`config.mk`:
```
export PLATFORM = sky130hd
export DESIGN_NAME = bounded_sequence_list_engine_core_flat
export DESIGN_NICKNAME = d
export VERILOG_FILES = /design/src/bsle_pkg.sv /design/src/bsle_in_if.sv /design/src/bsle_out_if.sv /design/src/bsle_front.sv /design/src/bsle_queue.sv /design/src/bsle_back.sv /design/src/bounded_sequence_list_engine_core.sv /design/src/flat_wrapper.sv
export SDC_FILE = /design/constraint.sdc
export NUM_CORES = 2
export LEC_CHECK = 0
export BUFFER_PORTS_ARGS = -buffer_cell sky130_fd_sc_hd__buf_2
export CAP_MARGIN = 20
export CORE_UTILIZATION = 40
export CTS_BUF_LIST = sky130_fd_sc_hd__clkbuf_4 sky130_fd_sc_hd__clkbuf_8 sky130_fd_sc_hd__clkbuf_16
export CTS_CLUSTER_SIZE = 12
export DETAILED_ROUTE_END_ITERATION = 8
export HOLD_SLACK_MARGIN = 0.03
export MAX_ROUTING_LAYER = met4
export PLACE_DENSITY = 0.54
export SLEW_MARGIN = 40
export SYNTH_ARGS = -nofsm -noshare
export SYNTH_HDL_FRONTEND = slang
export SYNTH_HIERARCHICAL = 1
export SYNTH_SLANG_ARGS = --single-unit
```
`constraint.sdc`:
```
create_clock -name clk -period 9.05 [get_ports clk]
set_input_delay 0.4525 -clock clk [delete_from_list [all_inputs] [get_ports clk]]
set_output_delay 0.4525 -clock clk [all_outputs]
set_load 0.01 [all_outputs]
```
`src/bsle_pkg.sv`:
```
// Shared types and constants for the bounded sequence list engine.
// Depends on nothing; every other file of the block refers to it by scoped names.
package bsle_pkg;

	localparam int CAPACITY    = 32;
	localparam int MAX_RESULTS = 32;
	localparam int DATA_W      = 32;
	localparam int MODE_W      = 4;
	localparam int STATUS_W    = 2;
	localparam int OCC_W       = $clog2(CAPACITY + 1);
	localparam int IDX_W       = (CAPACITY > 1) ? $clog2(CAPACITY) : 1;
	// Largest number of elements one readout can emit.
	localparam int CNT_LIMIT   = (MAX_RESULTS < CAPACITY) ? MAX_RESULTS : CAPACITY;

	typedef enum logic [MODE_W-1:0] {
		MODE_PUSH_FRONT = 4'd0,
		MODE_PUSH_BACK  = 4'd1,
		MODE_POP_FRONT  = 4'd2,
		MODE_POP_BACK   = 4'd3,
		MODE_DELETE     = 4'd4,
		MODE_FIRST_K    = 4'd5,
		MODE_LAST_K     = 4'd6,
		MODE_ALL        = 4'd7,
		MODE_CLEAR      = 4'd8
	} mode_t;

	typedef enum logic [STATUS_W-1:0] {
		STATUS_OK      = 2'd0,
		STATUS_FULL    = 2'd1,
		STATUS_EMPTY   = 2'd2,
		STATUS_MISSING = 2'd3
	} status_t;

	// Operation classes handed from the front end to the back end.
	typedef enum logic [3:0] {
		OP_NOP        = 4'd0,
		OP_PUSH_FRONT = 4'd1,
		OP_PUSH_BACK  = 4'd2,
		OP_POP_FRONT  = 4'd3,
		OP_POP_BACK   = 4'd4,
		OP_DELETE     = 4'd5,
		OP_READ_FIRST = 4'd6,
		OP_READ_LAST  = 4'd7,
		OP_CLEAR      = 4'd8
	} op_t;

	typedef struct packed {
		op_t               op;
		logic [DATA_W-1:0] value;
		logic [OCC_W-1:0]  k;     // readout length, already clamped to 0..CAPACITY
	} cmd_t;

endpackage

```
`src/bsle_in_if.sv`:
```
// Command channel of the bounded sequence list engine.
// Depends on bsle_pkg for the field widths.
interface bsle_in_if;
	logic                              valid;
	logic                              ready;
	logic [bsle_pkg::MODE_W-1:0]       mode;
	logic signed [bsle_pkg::DATA_W-1:0] value;

	modport source (output valid, output mode, output value, input ready);
	modport sink   (input valid, input mode, input value, output ready);
endinterface

```
`src/bsle_out_if.sv`:
```
// Result channel of the bounded sequence list engine.
// Depends on bsle_pkg for the field widths.
interface bsle_out_if;
	logic                                valid;
	logic                                ready;
	logic                                has_element;
	logic signed [bsle_pkg::DATA_W-1:0]  element_value;
	logic                                is_final;
	logic [bsle_pkg::STATUS_W-1:0]       status;

	modport source (output valid, output has_element, output element_value,
		output is_final, output status, input ready);
	modport sink   (input valid, input has_element, input element_value,
		input is_final, input status, output ready);
endinterface

```
`src/bsle_front.sv`:
```
// Front end: accepts commands, decodes the mode and clamps the readout length.
// Depends on bsle_pkg and bsle_in_if.
module bsle_front (
	input  logic             clk,
	input  logic             arst_n,
	bsle_in_if.sink          cmd,
	output logic             dec_valid,
	input  logic             dec_ready,
	output bsle_pkg::cmd_t   dec_cmd
);

	logic           vld_s1;
	bsle_pkg::cmd_t cmd_s1;
	bsle_pkg::cmd_t decoded;
	logic           take;

	assign cmd.ready = !vld_s1 || dec_ready;
	assign take      = cmd.valid && cmd.ready;
	assign dec_valid = vld_s1;
	assign dec_cmd   = cmd_s1;

	always_comb begin
		decoded.value = cmd.value;
		// A length of zero or less reads nothing; anything above the capacity reads all.
		if (cmd.value[bsle_pkg::DATA_W-1] || cmd.value == '0) begin
			decoded.k = '0;
		end else if (cmd.value > $signed(32'(bsle_pkg::CAPACITY))) begin
			decoded.k = bsle_pkg::OCC_W'(bsle_pkg::CAPACITY);
		end else begin
			decoded.k = cmd.value[bsle_pkg::OCC_W-1:0];
		end
		unique case (bsle_pkg::mode_t'(cmd.mode))
			bsle_pkg::MODE_PUSH_FRONT: decoded.op = bsle_pkg::OP_PUSH_FRONT;
			bsle_pkg::MODE_PUSH_BACK:  decoded.op = bsle_pkg::OP_PUSH_BACK;
			bsle_pkg::MODE_POP_FRONT:  decoded.op = bsle_pkg::OP_POP_FRONT;
			bsle_pkg::MODE_POP_BACK:   decoded.op = bsle_pkg::OP_POP_BACK;
			bsle_pkg::MODE_DELETE:     decoded.op = bsle_pkg::OP_DELETE;
			bsle_pkg::MODE_FIRST_K:    decoded.op = bsle_pkg::OP_READ_FIRST;
			bsle_pkg::MODE_LAST_K:     decoded.op = bsle_pkg::OP_READ_LAST;
			bsle_pkg::MODE_ALL: begin
				decoded.op = bsle_pkg::OP_READ_FIRST;
				decoded.k  = bsle_pkg::OCC_W'(bsle_pkg::CAPACITY);
			end
			bsle_pkg::MODE_CLEAR:      decoded.op = bsle_pkg::OP_CLEAR;
			default:                   decoded.op = bsle_pkg::OP_NOP;
		endcase
	end

	always_ff @(posedge clk or negedge arst_n) begin
		if (!arst_n) begin
			vld_s1 <= 1'b0;
		end else if (cmd.ready) begin
			vld_s1 <= cmd.valid;
		end
	end

	always_ff @(posedge clk) begin
		if (take) begin
			cmd_s1 <= decoded;
		end
	end

endmodule

```
`src/bsle_queue.sv`:
```
// Two-entry command queue between the front end and the back end.
// Depends on bsle_pkg for the command type.
module bsle_queue (
	input  logic           clk,
	input  logic           arst_n,
	input  logic           wr_valid,
	output logic           wr_ready,
	input  bsle_pkg::cmd_t wr_cmd,
	output logic           rd_valid,
	input  logic           rd_ready,
	output bsle_pkg::cmd_t rd_cmd
);

	bsle_pkg::cmd_t entry_q [2];
	logic           wr_ptr_q;
	logic           rd_ptr_q;
	logic [1:0]     count_q;
	logic           push;
	logic           pop;

	assign wr_ready = count_q != 2'd2;
	assign rd_valid = count_q != 2'd0;
	assign rd_cmd   = entry_q[rd_ptr_q];
	assign push     = wr_valid && wr_ready;
	assign pop      = rd_valid && rd_ready;

	always_ff @(posedge clk or negedge arst_n) begin
		if (!arst_n) begin
			wr_ptr_q <= 1'b0;
			rd_ptr_q <= 1'b0;
			count_q  <= 2'd0;
		end else begin
			if (push) begin
				wr_ptr_q <= !wr_ptr_q;
			end
			if (pop) begin
				rd_ptr_q <= !rd_ptr_q;
			end
			if (push && !pop) begin
				count_q <= count_q + 2'd1;
			end else if (pop && !push) begin
				count_q <= count_q - 2'd1;
			end
		end
	end

	always_ff @(posedge clk) begin
		if (push) begin
			entry_q[wr_ptr_q] <= wr_cmd;
		end
	end

endmodule

```
`src/bsle_back.sv`:
```
// Back end: the cell chain, occupancy, readout sequencer and result register.
// Depends on bsle_pkg and bsle_out_if.
module bsle_back (
	input  logic           clk,
	input  logic           arst_n,
	input  logic           q_valid,
	output logic           q_ready,
	input  bsle_pkg::cmd_t q_cmd,
	bsle_out_if.source     rsp
);

	typedef enum logic [1:0] {
		BK_IDLE = 2'b01,
		BK_READ = 2'b10
	} back_state_t;

	back_state_t                   state_q;
	logic [bsle_pkg::DATA_W-1:0]   cells_q [bsle_pkg::CAPACITY];
	logic [bsle_pkg::OCC_W-1:0]    occ_q;
	logic [bsle_pkg::IDX_W-1:0]    idx_q;
	logic [bsle_pkg::OCC_W-1:0]    rem_q;

	logic                          out_vld_q;
	logic                          out_has_q;
	logic [bsle_pkg::DATA_W-1:0]   out_val_q;
	logic                          out_fin_q;
	bsle_pkg::status_t             out_st_q;

	logic                          slot_free;
	logic                          take;
	logic                          is_full;
	logic                          is_empty;
	logic [bsle_pkg::CAPACITY-1:0] match;
	logic [bsle_pkg::CAPACITY-1:0] after_hit;
	logic                          found;
	logic                          is_read;
	logic [bsle_pkg::OCC_W-1:0]    n_sel;
	logic [bsle_pkg::OCC_W-1:0]    cnt;
	logic [bsle_pkg::OCC_W-1:0]    start;
	bsle_pkg::status_t             ack_st;

	assign slot_free = !out_vld_q || rsp.ready;
	assign q_ready   = (state_q == BK_IDLE) && slot_free;
	assign take      = q_valid && q_ready;
	assign is_full   = occ_q == bsle_pkg::OCC_W'(bsle_pkg::CAPACITY);
	assign is_empty  = occ_q == '0;

	// Each cell compares against the value on its own; after_hit marks the hit cell
	// and every cell behind it, which are the cells that close the gap.
	always_comb begin
		for (int i = 0; i < bsle_pkg::CAPACITY; i++) begin
			match[i] = (bsle_pkg::OCC_W'(i) < occ_q) && (cells_q[i] == q_cmd.value);
		end
		for (int i = 0; i < bsle_pkg::CAPACITY; i++) begin
			after_hit[i] = |(match << (bsle_pkg::CAPACITY - 1 - i));
		end
	end
	assign found = |match;

	assign is_read = (q_cmd.op == bsle_pkg::OP_READ_FIRST)
		|| (q_cmd.op == bsle_pkg::OP_READ_LAST);
	assign n_sel   = (q_cmd.k < occ_q) ? q_cmd.k : occ_q;
	assign cnt     = (n_sel > bsle_pkg::OCC_W'(bsle_pkg::CNT_LIMIT))
		? bsle_pkg::OCC_W'(bsle_pkg::CNT_LIMIT) : n_sel;
	assign start   = (q_cmd.op == bsle_pkg::OP_READ_LAST) ? occ_q - n_sel : '0;

	always_comb begin
		ack_st = bsle_pkg::STATUS_OK;
		unique case (q_cmd.op)
			bsle_pkg::OP_PUSH_FRONT,
			bsle_pkg::OP_PUSH_BACK: begin
				if (is_full) begin
					ack_st = bsle_pkg::STATUS_FULL;
				end
			end
			bsle_pkg::OP_POP_FRONT,
			bsle_pkg::OP_POP_BACK: begin
				if (is_empty) begin
					ack_st = bsle_pkg::STATUS_EMPTY;
				end
			end
			bsle_pkg::OP_DELETE: begin
				if (is_empty) begin
					ack_st = bsle_pkg::STATUS_EMPTY;
				end else if (!found) begin
					ack_st = bsle_pkg::STATUS_MISSING;
				end
			end
			bsle_pkg::OP_READ_FIRST,
			bsle_pkg::OP_READ_LAST: begin
				if (is_empty) begin
					ack_st = bsle_pkg::STATUS_EMPTY;
				end
			end
			default: ack_st = bsle_pkg::STATUS_OK;
		endcase
	end

	// Cell chain: each cell loads from its left neighbor, its right neighbor or the bus.
	for (genvar i = 0; i < bsle_pkg::CAPACITY; i++) begin : g_cell
		logic [bsle_pkg::DATA_W-1:0] left;
		logic [bsle_pkg::DATA_W-1:0] right;

		if (i == 0) begin : g_head
			assign left = q_cmd.value;
		end else begin : g_body
			assign left = cells_q[i-1];
		end
		if (i == bsle_pkg::CAPACITY - 1) begin : g_tail
			assign right = cells_q[i];
		end else begin : g_inner
			assign right = cells_q[i+1];
		end

		always_ff @(posedge clk) begin
			if (take) begin
				unique case (q_cmd.op)
					bsle_pkg::OP_PUSH_FRONT: begin
						if (!is_full) begin
							cells_q[i] <= left;
						end
					end
					bsle_pkg::OP_PUSH_BACK: begin
						if (!is_full && occ_q == bsle_pkg::OCC_W'(i)) begin
							cells_q[i] <= q_cmd.value;
						end
					end
					bsle_pkg::OP_POP_FRONT: begin
						if (!is_empty) begin
							cells_q[i] <= right;
						end
					end
					bsle_pkg::OP_DELETE: begin
						if (after_hit[i]) begin
							cells_q[i] <= right;
						end
					end
					default: ;
				endcase
			end
		end
	end

	always_ff @(posedge clk or negedge arst_n) begin
		if (!arst_n) begin
			state_q   <= BK_IDLE;
			occ_q     <= '0;
			out_vld_q <= 1'b0;
		end else begin
			if (rsp.ready) begin
				out_vld_q <= 1'b0;
			end
			unique case (state_q)
				BK_IDLE: begin
					if (take) begin
						if (is_read && cnt != '0) begin
							state_q <= BK_READ;
						end else begin
							out_vld_q <= 1'b1;
						end
						unique case (q_cmd.op)
							bsle_pkg::OP_PUSH_FRONT,
							bsle_pkg::OP_PUSH_BACK: begin
								if (!is_full) begin
									occ_q <= occ_q + 1'b1;
								end
							end
							bsle_pkg::OP_POP_FRONT,
							bsle_pkg::OP_POP_BACK: begin
								if (!is_empty) begin
									occ_q <= occ_q - 1'b1;
								end
							end
							bsle_pkg::OP_DELETE: begin
								if (found) begin
									occ_q <= occ_q - 1'b1;
								end
							end
							bsle_pkg::OP_CLEAR: occ_q <= '0;
							default: ;
						endcase
					end
				end
				BK_READ: begin
					if (slot_free) begin
						out_vld_q <= 1'b1;
						if (rem_q == bsle_pkg::OCC_W'(1)) begin
							state_q <= BK_IDLE;
						end
					end
				end
				default: state_q <= BK_IDLE;
			endcase
		end
	end

	always_ff @(posedge clk) begin
		if (take) begin
			idx_q     <= start[bsle_pkg::IDX_W-1:0];
			rem_q     <= cnt;
			out_has_q <= 1'b0;
			out_val_q <= '0;
			out_fin_q <= 1'b1;
			out_st_q  <= ack_st;
		end else if (state_q == BK_READ && slot_free) begin
			idx_q     <= idx_q + 1'b1;
			rem_q     <= rem_q - 1'b1;
			out_has_q <= 1'b1;
			out_val_q <= cells_q[idx_q];
			out_fin_q <= rem_q == bsle_pkg::OCC_W'(1);
			out_st_q  <= bsle_pkg::STATUS_OK;
		end
	end

	assign rsp.valid         = out_vld_q;
	assign rsp.has_element   = out_has_q;
	assign rsp.element_value = out_val_q;
	assign rsp.is_final      = out_fin_q;
	assign rsp.status        = out_st_q;

endmodule

```
`src/bounded_sequence_list_engine_core.sv`:
```
// Top level of the bounded sequence list engine: front end, command queue, back end.
// Depends on bsle_pkg, bsle_in_if, bsle_out_if, bsle_front, bsle_queue and bsle_back.

// The engine keeps an ordered list of up to 32 signed 32-bit values in a chain of
// cells, front at cell 0, and executes one command per transaction on the cmd
// channel. Push, pop, delete-by-value and clear are done by the whole cell chain at
// once (every cell compares or shifts in parallel) and return a single acknowledgement
// transaction with a status. A readout of n elements first sizes the range, then
// returns one element per cycle while rsp.ready takes them, from the cell chain's
// single read port, the last one flagged is_final; a readout that selects nothing
// returns one marker instead. So a stream of list updates sustains one command per
// cycle while rsp.ready takes each acknowledgement, and a readout holds the back end
// until its last element is sent. A command passes the decode register, then a
// two-entry queue, on its way to the back end, so the front end keeps taking
// commands while the back end streams a readout or waits on rsp.ready, until the
// queue fills. The back end holds while a result waits on rsp.ready, and it loads
// the next result in the same cycle that the previous one is taken.
// No clearing pass is needed after reset: only cells below the occupancy are read.
module bounded_sequence_list_engine_core (
	input  logic       clk,
	input  logic       arst_n,
	bsle_in_if.sink    cmd,
	bsle_out_if.source rsp
);

	logic           dec_valid;
	logic           dec_ready;
	bsle_pkg::cmd_t dec_cmd;
	logic           q_valid;
	logic           q_ready;
	bsle_pkg::cmd_t q_cmd;

	// Decode the mode into an operation class and clamp the readout length.
	bsle_front u_front (
		.clk       (clk),
		.arst_n    (arst_n),
		.cmd       (cmd),
		.dec_valid (dec_valid),
		.dec_ready (dec_ready),
		.dec_cmd   (dec_cmd)
	);

	// The queue decouples the two halves so either one can stall alone.
	bsle_queue u_queue (
		.clk      (clk),
		.arst_n   (arst_n),
		.wr_valid (dec_valid),
		.wr_ready (dec_ready),
		.wr_cmd   (dec_cmd),
		.rd_valid (q_valid),
		.rd_ready (q_ready),
		.rd_cmd   (q_cmd)
	);

	// The back end owns all list state and drives the result channel.
	bsle_back u_back (
		.clk     (clk),
		.arst_n  (arst_n),
		.q_valid (q_valid),
		.q_ready (q_ready),
		.q_cmd   (q_cmd),
		.rsp     (rsp)
	);

endmodule
```
`src/flat_wrapper.sv`:
```
// flat-port wrapper written by rule: the top's interface ports become plain ports
module bounded_sequence_list_engine_core_flat 
  (clk, arst_n, cmd_valid, cmd_mode, cmd_value, cmd_ready, rsp_valid, rsp_has_element, rsp_element_value, rsp_is_final, rsp_status, rsp_ready);
  bsle_in_if cmd_i ();
  bsle_out_if rsp_i ();
  input  logic clk;
  input  logic arst_n;
  input wire logic [$bits(cmd_i.valid)-1:0] cmd_valid;
  input wire logic [$bits(cmd_i.mode)-1:0] cmd_mode;
  input wire logic [$bits(cmd_i.value)-1:0] cmd_value;
  output wire logic [$bits(cmd_i.ready)-1:0] cmd_ready;
  output wire logic [$bits(rsp_i.valid)-1:0] rsp_valid;
  output wire logic [$bits(rsp_i.has_element)-1:0] rsp_has_element;
  output wire logic [$bits(rsp_i.element_value)-1:0] rsp_element_value;
  output wire logic [$bits(rsp_i.is_final)-1:0] rsp_is_final;
  output wire logic [$bits(rsp_i.status)-1:0] rsp_status;
  input wire logic [$bits(rsp_i.ready)-1:0] rsp_ready;
  assign cmd_i.valid = cmd_valid;
  assign cmd_i.mode = cmd_mode;
  assign cmd_i.value = cmd_value;
  assign cmd_ready = cmd_i.ready;
  assign rsp_valid = rsp_i.valid;
  assign rsp_has_element = rsp_i.has_element;
  assign rsp_element_value = rsp_i.element_value;
  assign rsp_is_final = rsp_i.is_final;
  assign rsp_status = rsp_i.status;
  assign rsp_i.ready = rsp_ready;
  bounded_sequence_list_engine_core u_core (.clk(clk), .arst_n(arst_n), .cmd(cmd_i), .rsp(rsp_i));
endmodule
```
# Word level (Yosys, flattened, before mapping)
# Memory sizes are Yosys's and may differ from the RTL's. A register that Yosys moved wholly into a read port is not among the register bits.
# Index checks and enable logic that the tools add are counted.
# word_totals
wordCells	771
ff_bits	71
memories	2
ramBits	1108
inputBits	40
# mem_list
name	depth	width	read_ports	rd_clocked_by_memory_dff	wr	line_no	source
u_core.u_back.cells_q	32	32	33	1	32	bsle_back.sv:18	logic [bsle_pkg::DATA_W-1:0] cells_q [bsle_pkg::CAPACITY];
u_core.u_queue.entry_q	2	42	1	0	1	bsle_queue.sv:14	bsle_pkg::cmd_t entry_q [2];
# op_classes
add_sub_neg	7
order_cmp	35
n_reduce_logical	129
muxes	395
eq_ne	91
bitwise_logic	96
# ops
cell	n
32-bit two-way mux	96
32-bit == test	32
1-bit two-way mux	271
6-bit by 5-bit == test with 1-bit output (second input constant)	16
5-bit by 6-bit less-than comparator with 1-bit output (first input constant)	16
1-bit OR	96
1-bit logical AND	72
6-bit two-way mux	9
6-bit by 4-bit == test with 1-bit output (second input constant)	8
4-bit by 6-bit less-than comparator with 1-bit output (first input constant)	8
4-bit by 3-bit == test with 1-bit output (second input constant)	8
32-bit by 7-bit > comparator with 1-bit output (second input constant)	1
32-bit zero test	1
4-bit case mux with 8 select lines	1
32-bit OR reduction	1
31-bit OR reduction	1
30-bit OR reduction	1
29-bit OR reduction	1
28-bit OR reduction	1
27-bit OR reduction	1
26-bit OR reduction	1
25-bit OR reduction	1
6-bit by 3-bit == test with 1-bit output (second input constant)	4
3-bit by 6-bit less-than comparator with 1-bit output (first input constant)	4
other kinds (58)	102

# Longest topological paths before layout
# depth
ltp_word	10
depth_mapped	18
mapped_depth_nobuf	15

# By module
# Netlist, hierarchy kept.
# modules_own_cells
module	instances	cells_each	area_per_inst_um2
bsle_back	1	6914	79304.8
bsle_queue	1	149	3427.0
bsle_front	1	70	1491.4

# Least setup slack after synthesis
# OpenSTA, ideal clock, no wires.
# synth_timing
kind	register -> register
start	register u_core.u_queue.rd_ptr_q
end	memory u_core/u_back/cells_q[25][0] (netlist name), enable pin
setup_time_ns	0.431
path_stages_with_launch	17
n_path_buf	6
arrival_time_ns	4.123
setup_slack_ns	4.496
synth_period_minus_slack_ns	4.554
path_cell_list	dfrtp_1 -> buf_6 -> buf_12 -> mux2_4 -> buf_4 -> buf_4 -> buf_2 -> xor2_1 -> nor4_1 -> nand4_1 -> or4_1 -> nand4_1 -> nor4_1 -> a31oi_1 -> buf_2 -> nor2_1 -> o211ai_1
# synth_lines
item	line_no	source
start, declared	bsle_queue.sv:16	logic rd_ptr_q;
start signal, assigned	bsle_queue.sv:37	rd_ptr_q <= !rd_ptr_q;
end, declared	bsle_back.sv:18	

==> flow_summary.ini <==
[clocking]
postCtsSetupRepairBufs = 0
cts_htree_levels = 4
cts_tree = built
clk_path_buf_depth = 3
clkSinkCount = 1211
numCtsBuffers = 154
root_buffer = clkbuf_16
path_clk_slew_ps = 60
worstSkewPairLatency_ps = 870

[yosys]
ys.flop_type = edfxtp_1
synth-edff-count = 1163
syn_area_um2 = 84220
synthDistinctLibCells = 89
ys_warn_count = 6
ys_seq_elements = 1211
yosys.area.top_type = edfxtp_1
ys_top_cells_by_area = edfxtp_1 (41%), mux2_2 (18%), mux2i_1 (6.3%), xnor2_1 (6.2%), xor2_1 (4.7%)
syn-num-nets = 7193
syn_inst = 7133
avgSynthCellArea_um2 = 11.81
synth_seq_area_share_pct = 42.69
yosys.area.top_type_share_pct = 41.47
async_flop_share_pct = 1.156

[drt]
wirelength_um = 391800
num_vias = 65397
ant_nets = 0
routed_via_density = 6.571
drcViolationCount = 0
post_drt_wl_per_cell_um = 39.37
drtPass1Iterations = 6
drtIter0Drc = 9474

[hold_path]
hp-class = in2async

[power_and_ir_drop]
p_per_area_nw_per_um2 = 335.0
vdd_drop_max_mv = 0.3649
p_leak_uw = 0.03139

[sta]
fin_crit_sh_pct = 76.86
period_needed_ps = 6956
max_freq_mhz = 143.8
slew_viol_final = 0
rsz0062_at_grt = false
slew_headroom_pct = 34.57
whs_ps = 108.7
worst-slew-pin-transition_ps = 981.5
setup_viol = 0
finalHoldViolations = 0
setup_tns_ps = 0
final.setup_skew_ps = 56.35

[worst_setup_path]
crit_cells = 15
crit_top_cell = buf_4
start_kind = flop
cpPeakStageDelay_ps = 880
reg2regPathDepth = 15
arrival_ps = 7530
endpoint_kind = flop
crit_path_cell_trace = buf_4 -> mux2_4 -> buf_4 -> buf_4 -> xor2_1 -> or4_1 -> nor4_1 -> nand4b_1 -> o2111ai_1 -> nor3_1 -> buf_4 -> nand4_1 -> a21oi_4 -> buf_4 -> mux2_2
crit_buf_inv = 5
cp.required_ps = 9630
worstSetupPathType = reg2reg
crit_family = buffers and inverters
crit_fanout = 30
critPathSlowestCell = dfrtp_2

[global_routing]
grt_pass1_vias = 62309
grt_max_degree = 92
grt_pass1_wl_um = 532400
grt_util_all_layers_pct = 37.21
grt_overflow = 0
antenna_found_initial = 13

[layout]
finalNonFillerCells = 9952
nNetsFinal = 7079
syn2layout_area_growth_pct = 11.01
final_area_um2 = 93500
layout-drive-gt1-share_pct = 30.87
fillerInstances = 19501
final_util_pct = 44.66

[run_status]
status = finished clean

[die]
start_util_pct = 40.23
die-height_um = 460.9
boundaryPins = 78
die_width_um = 460.9
design.core.area_um2 = 209400
placementRows = 168
dieArea_um2 = 212400

[place]
gp_congestion = 1.054
hpwl_um = 282600
dp_cells = 9621
dpl_cell_area_um2 = 87790
numPortBuffers = 77

[flow_run]
cap_violations = 0
[final cells by class]
| class | instances | area, um2 | area share (%) |
|---|---|---|---|
| inverter | 38 | 142.6 | 0.1526 |
| timing repair buffer | 352 | 2770 | 2.963 |
| tap | 2805 | 3510 | 3.754 |
| clock buffer | 198 | 4274 | 4.571 |
| sequential | 1211 | 35960 | 38.46 |
| multi-input combinational | 5262 | 45960 | 49.16 |
| antenna | 8 | 20.02 | 0.02141 |
| clock inverter | 78 | 865.8 | 0.9260 |
[kinds of logic after synthesis]
group / synth area share, %
buffers and inverters: 3.632
flip-flops: 42.69
AND/OR/NAND/NOR: 7.943
multiplexers: 28.27
AO/OA/AOI/OAI: 6.320
adder cells (fa/ha/maj): 0.3060
XOR/XNOR: 10.84
[metal layers]
metal / GRT usage, % / vias to the layer above / wire, um
met4: 23.66 / 0 / 30600
met5: - / - / 0
li1: - / 26840 / -
met3: 8.177 / 931 / 38680
met1: 46.67 / 33514 / 152000
met2: 54.18 / 4112 / 170500
[through the flow]
stage | power (uW) | setup slack, ps
2_1_floorplan | 17500 | 4496
3_3_place_gp | 23990 | 2116
3_5_place_dp | 24170 | 2374
4_1_cts | 30650 | 2338
5_1_grt | 31810 | 2161
6_report | 31330 | 2094
[cells in the mapped netlist (12+ instances only)]
library cell,instances
a21oi_1,354
buf_2,116
buf_1,46
nand2b_1,24
nor3_1,97
buf_6,20
inv_1,36
edfxtp_1,1163
a211oi_1,70
xnor2_1,594
dfxtp_1,34
or3_1,16
a21o_1,12
a22oi_1,18
nand3_1,69
clkbuf_1,377
mux2_2,1326
mux2i_1,526
mux2_1,13
nand4_1,224
or4_1,24
nand4b_1,15
mux4_2,128
ha_1,19
nor4_1,169
o22ai_1,69
o221a_2,14
dfrtp_1,13
nor4b_1,19
nand2_1,271
o21ai_0,226
mux2_4,39
o221ai_1,66
xor2_1,448
buf_4,59
nor2_1,281
[timing repair]
| action | in CTS | in global routing |
|---|---|---|
| hold buffers | 43 | 0 |
| gates resized for setup | 0 | 0 |
| hold endpoints to repair | 58 | 0 |
[path summary, 6_finish.rpt]
kind / startpoint / to / slack, ps
min: arst_n / u_core/u_back/state_q[0] / 110
min in group clk: cmd_value[2] / u_core/u_front/dec_cmd[8] / 340
max: u_core/u_queue/rd_ptr_q / u_core/u_back/cells_q[30][16] / 2090
max in group asynchronous: arst_n / u_core/u_queue/rd_ptr_q / 8500
min reg2reg: u_core/u_front/dec_cmd[27] / u_core/u_queue/entry_q[1][27] / 440
max reg2reg: u_core/u_queue/rd_ptr_q / u_core/u_back/cells_q[30][16] / 2090
[flip-flops by register name (all words and copies together), names as in the netlist]
register / count
u_core/u_queue/entry_q: 84
u_core/u_back/cells_q: 1024
u_core/u_back/rsp.has_element: 1
u_core/u_back/rsp.element_value: 32
u_core/u_front/dec_valid: 1
u_core/u_queue/rd_ptr_q: 1
u_core/u_back/rsp.valid: 1
u_core/u_front/dec_cmd: 42
u_core/u_queue/wr_ptr_q: 1
u_core/u_back/state_q: 2
u_core/u_back/rsp.status: 2
u_core/u_queue/count_q: 2
u_core/u_back/rsp.is_final: 1
u_core/u_back/rem_q: 6
u_core/u_back/occ_q: 6
u_core/u_back/idx_q: 5
[power breakdown]
group          leakage [uW]  internal (uW)  switching [uW]
clock network       0.00256           3740            2710
logic                0.0178           5010           11100
registers            0.0110           7490            1240
[layout by cell type, fill, tap and decap left out, types with 23 or more instances in the layout]
cell type / n
edfxtp_1: 1163
mux2i_1: 526
buf_2: 79
mux4_2: 128
clkbuf_4: 36
o22ai_1: 69
clkbuf_16: 157
nand3_1: 60
a21oi_1: 351
xnor2_1: 594
o21ai_0: 222
mux2_2: 1324
nor4_1: 163
inv_1: 36
or4_1: 24
clkinv_1: 25
nand4_1: 224
xor2_1: 448
dlygate4sd3_1: 42
clkinv_2: 24
dfxtp_1: 34
mux2_4: 39
buf_4: 210
nand2_1: 268
nor3_1: 93
nand2b_1: 23
nor2_1: 263
o221ai_1: 51
a211oi_1: 47
Note: power is estimated with default switching activity, not from simulation.
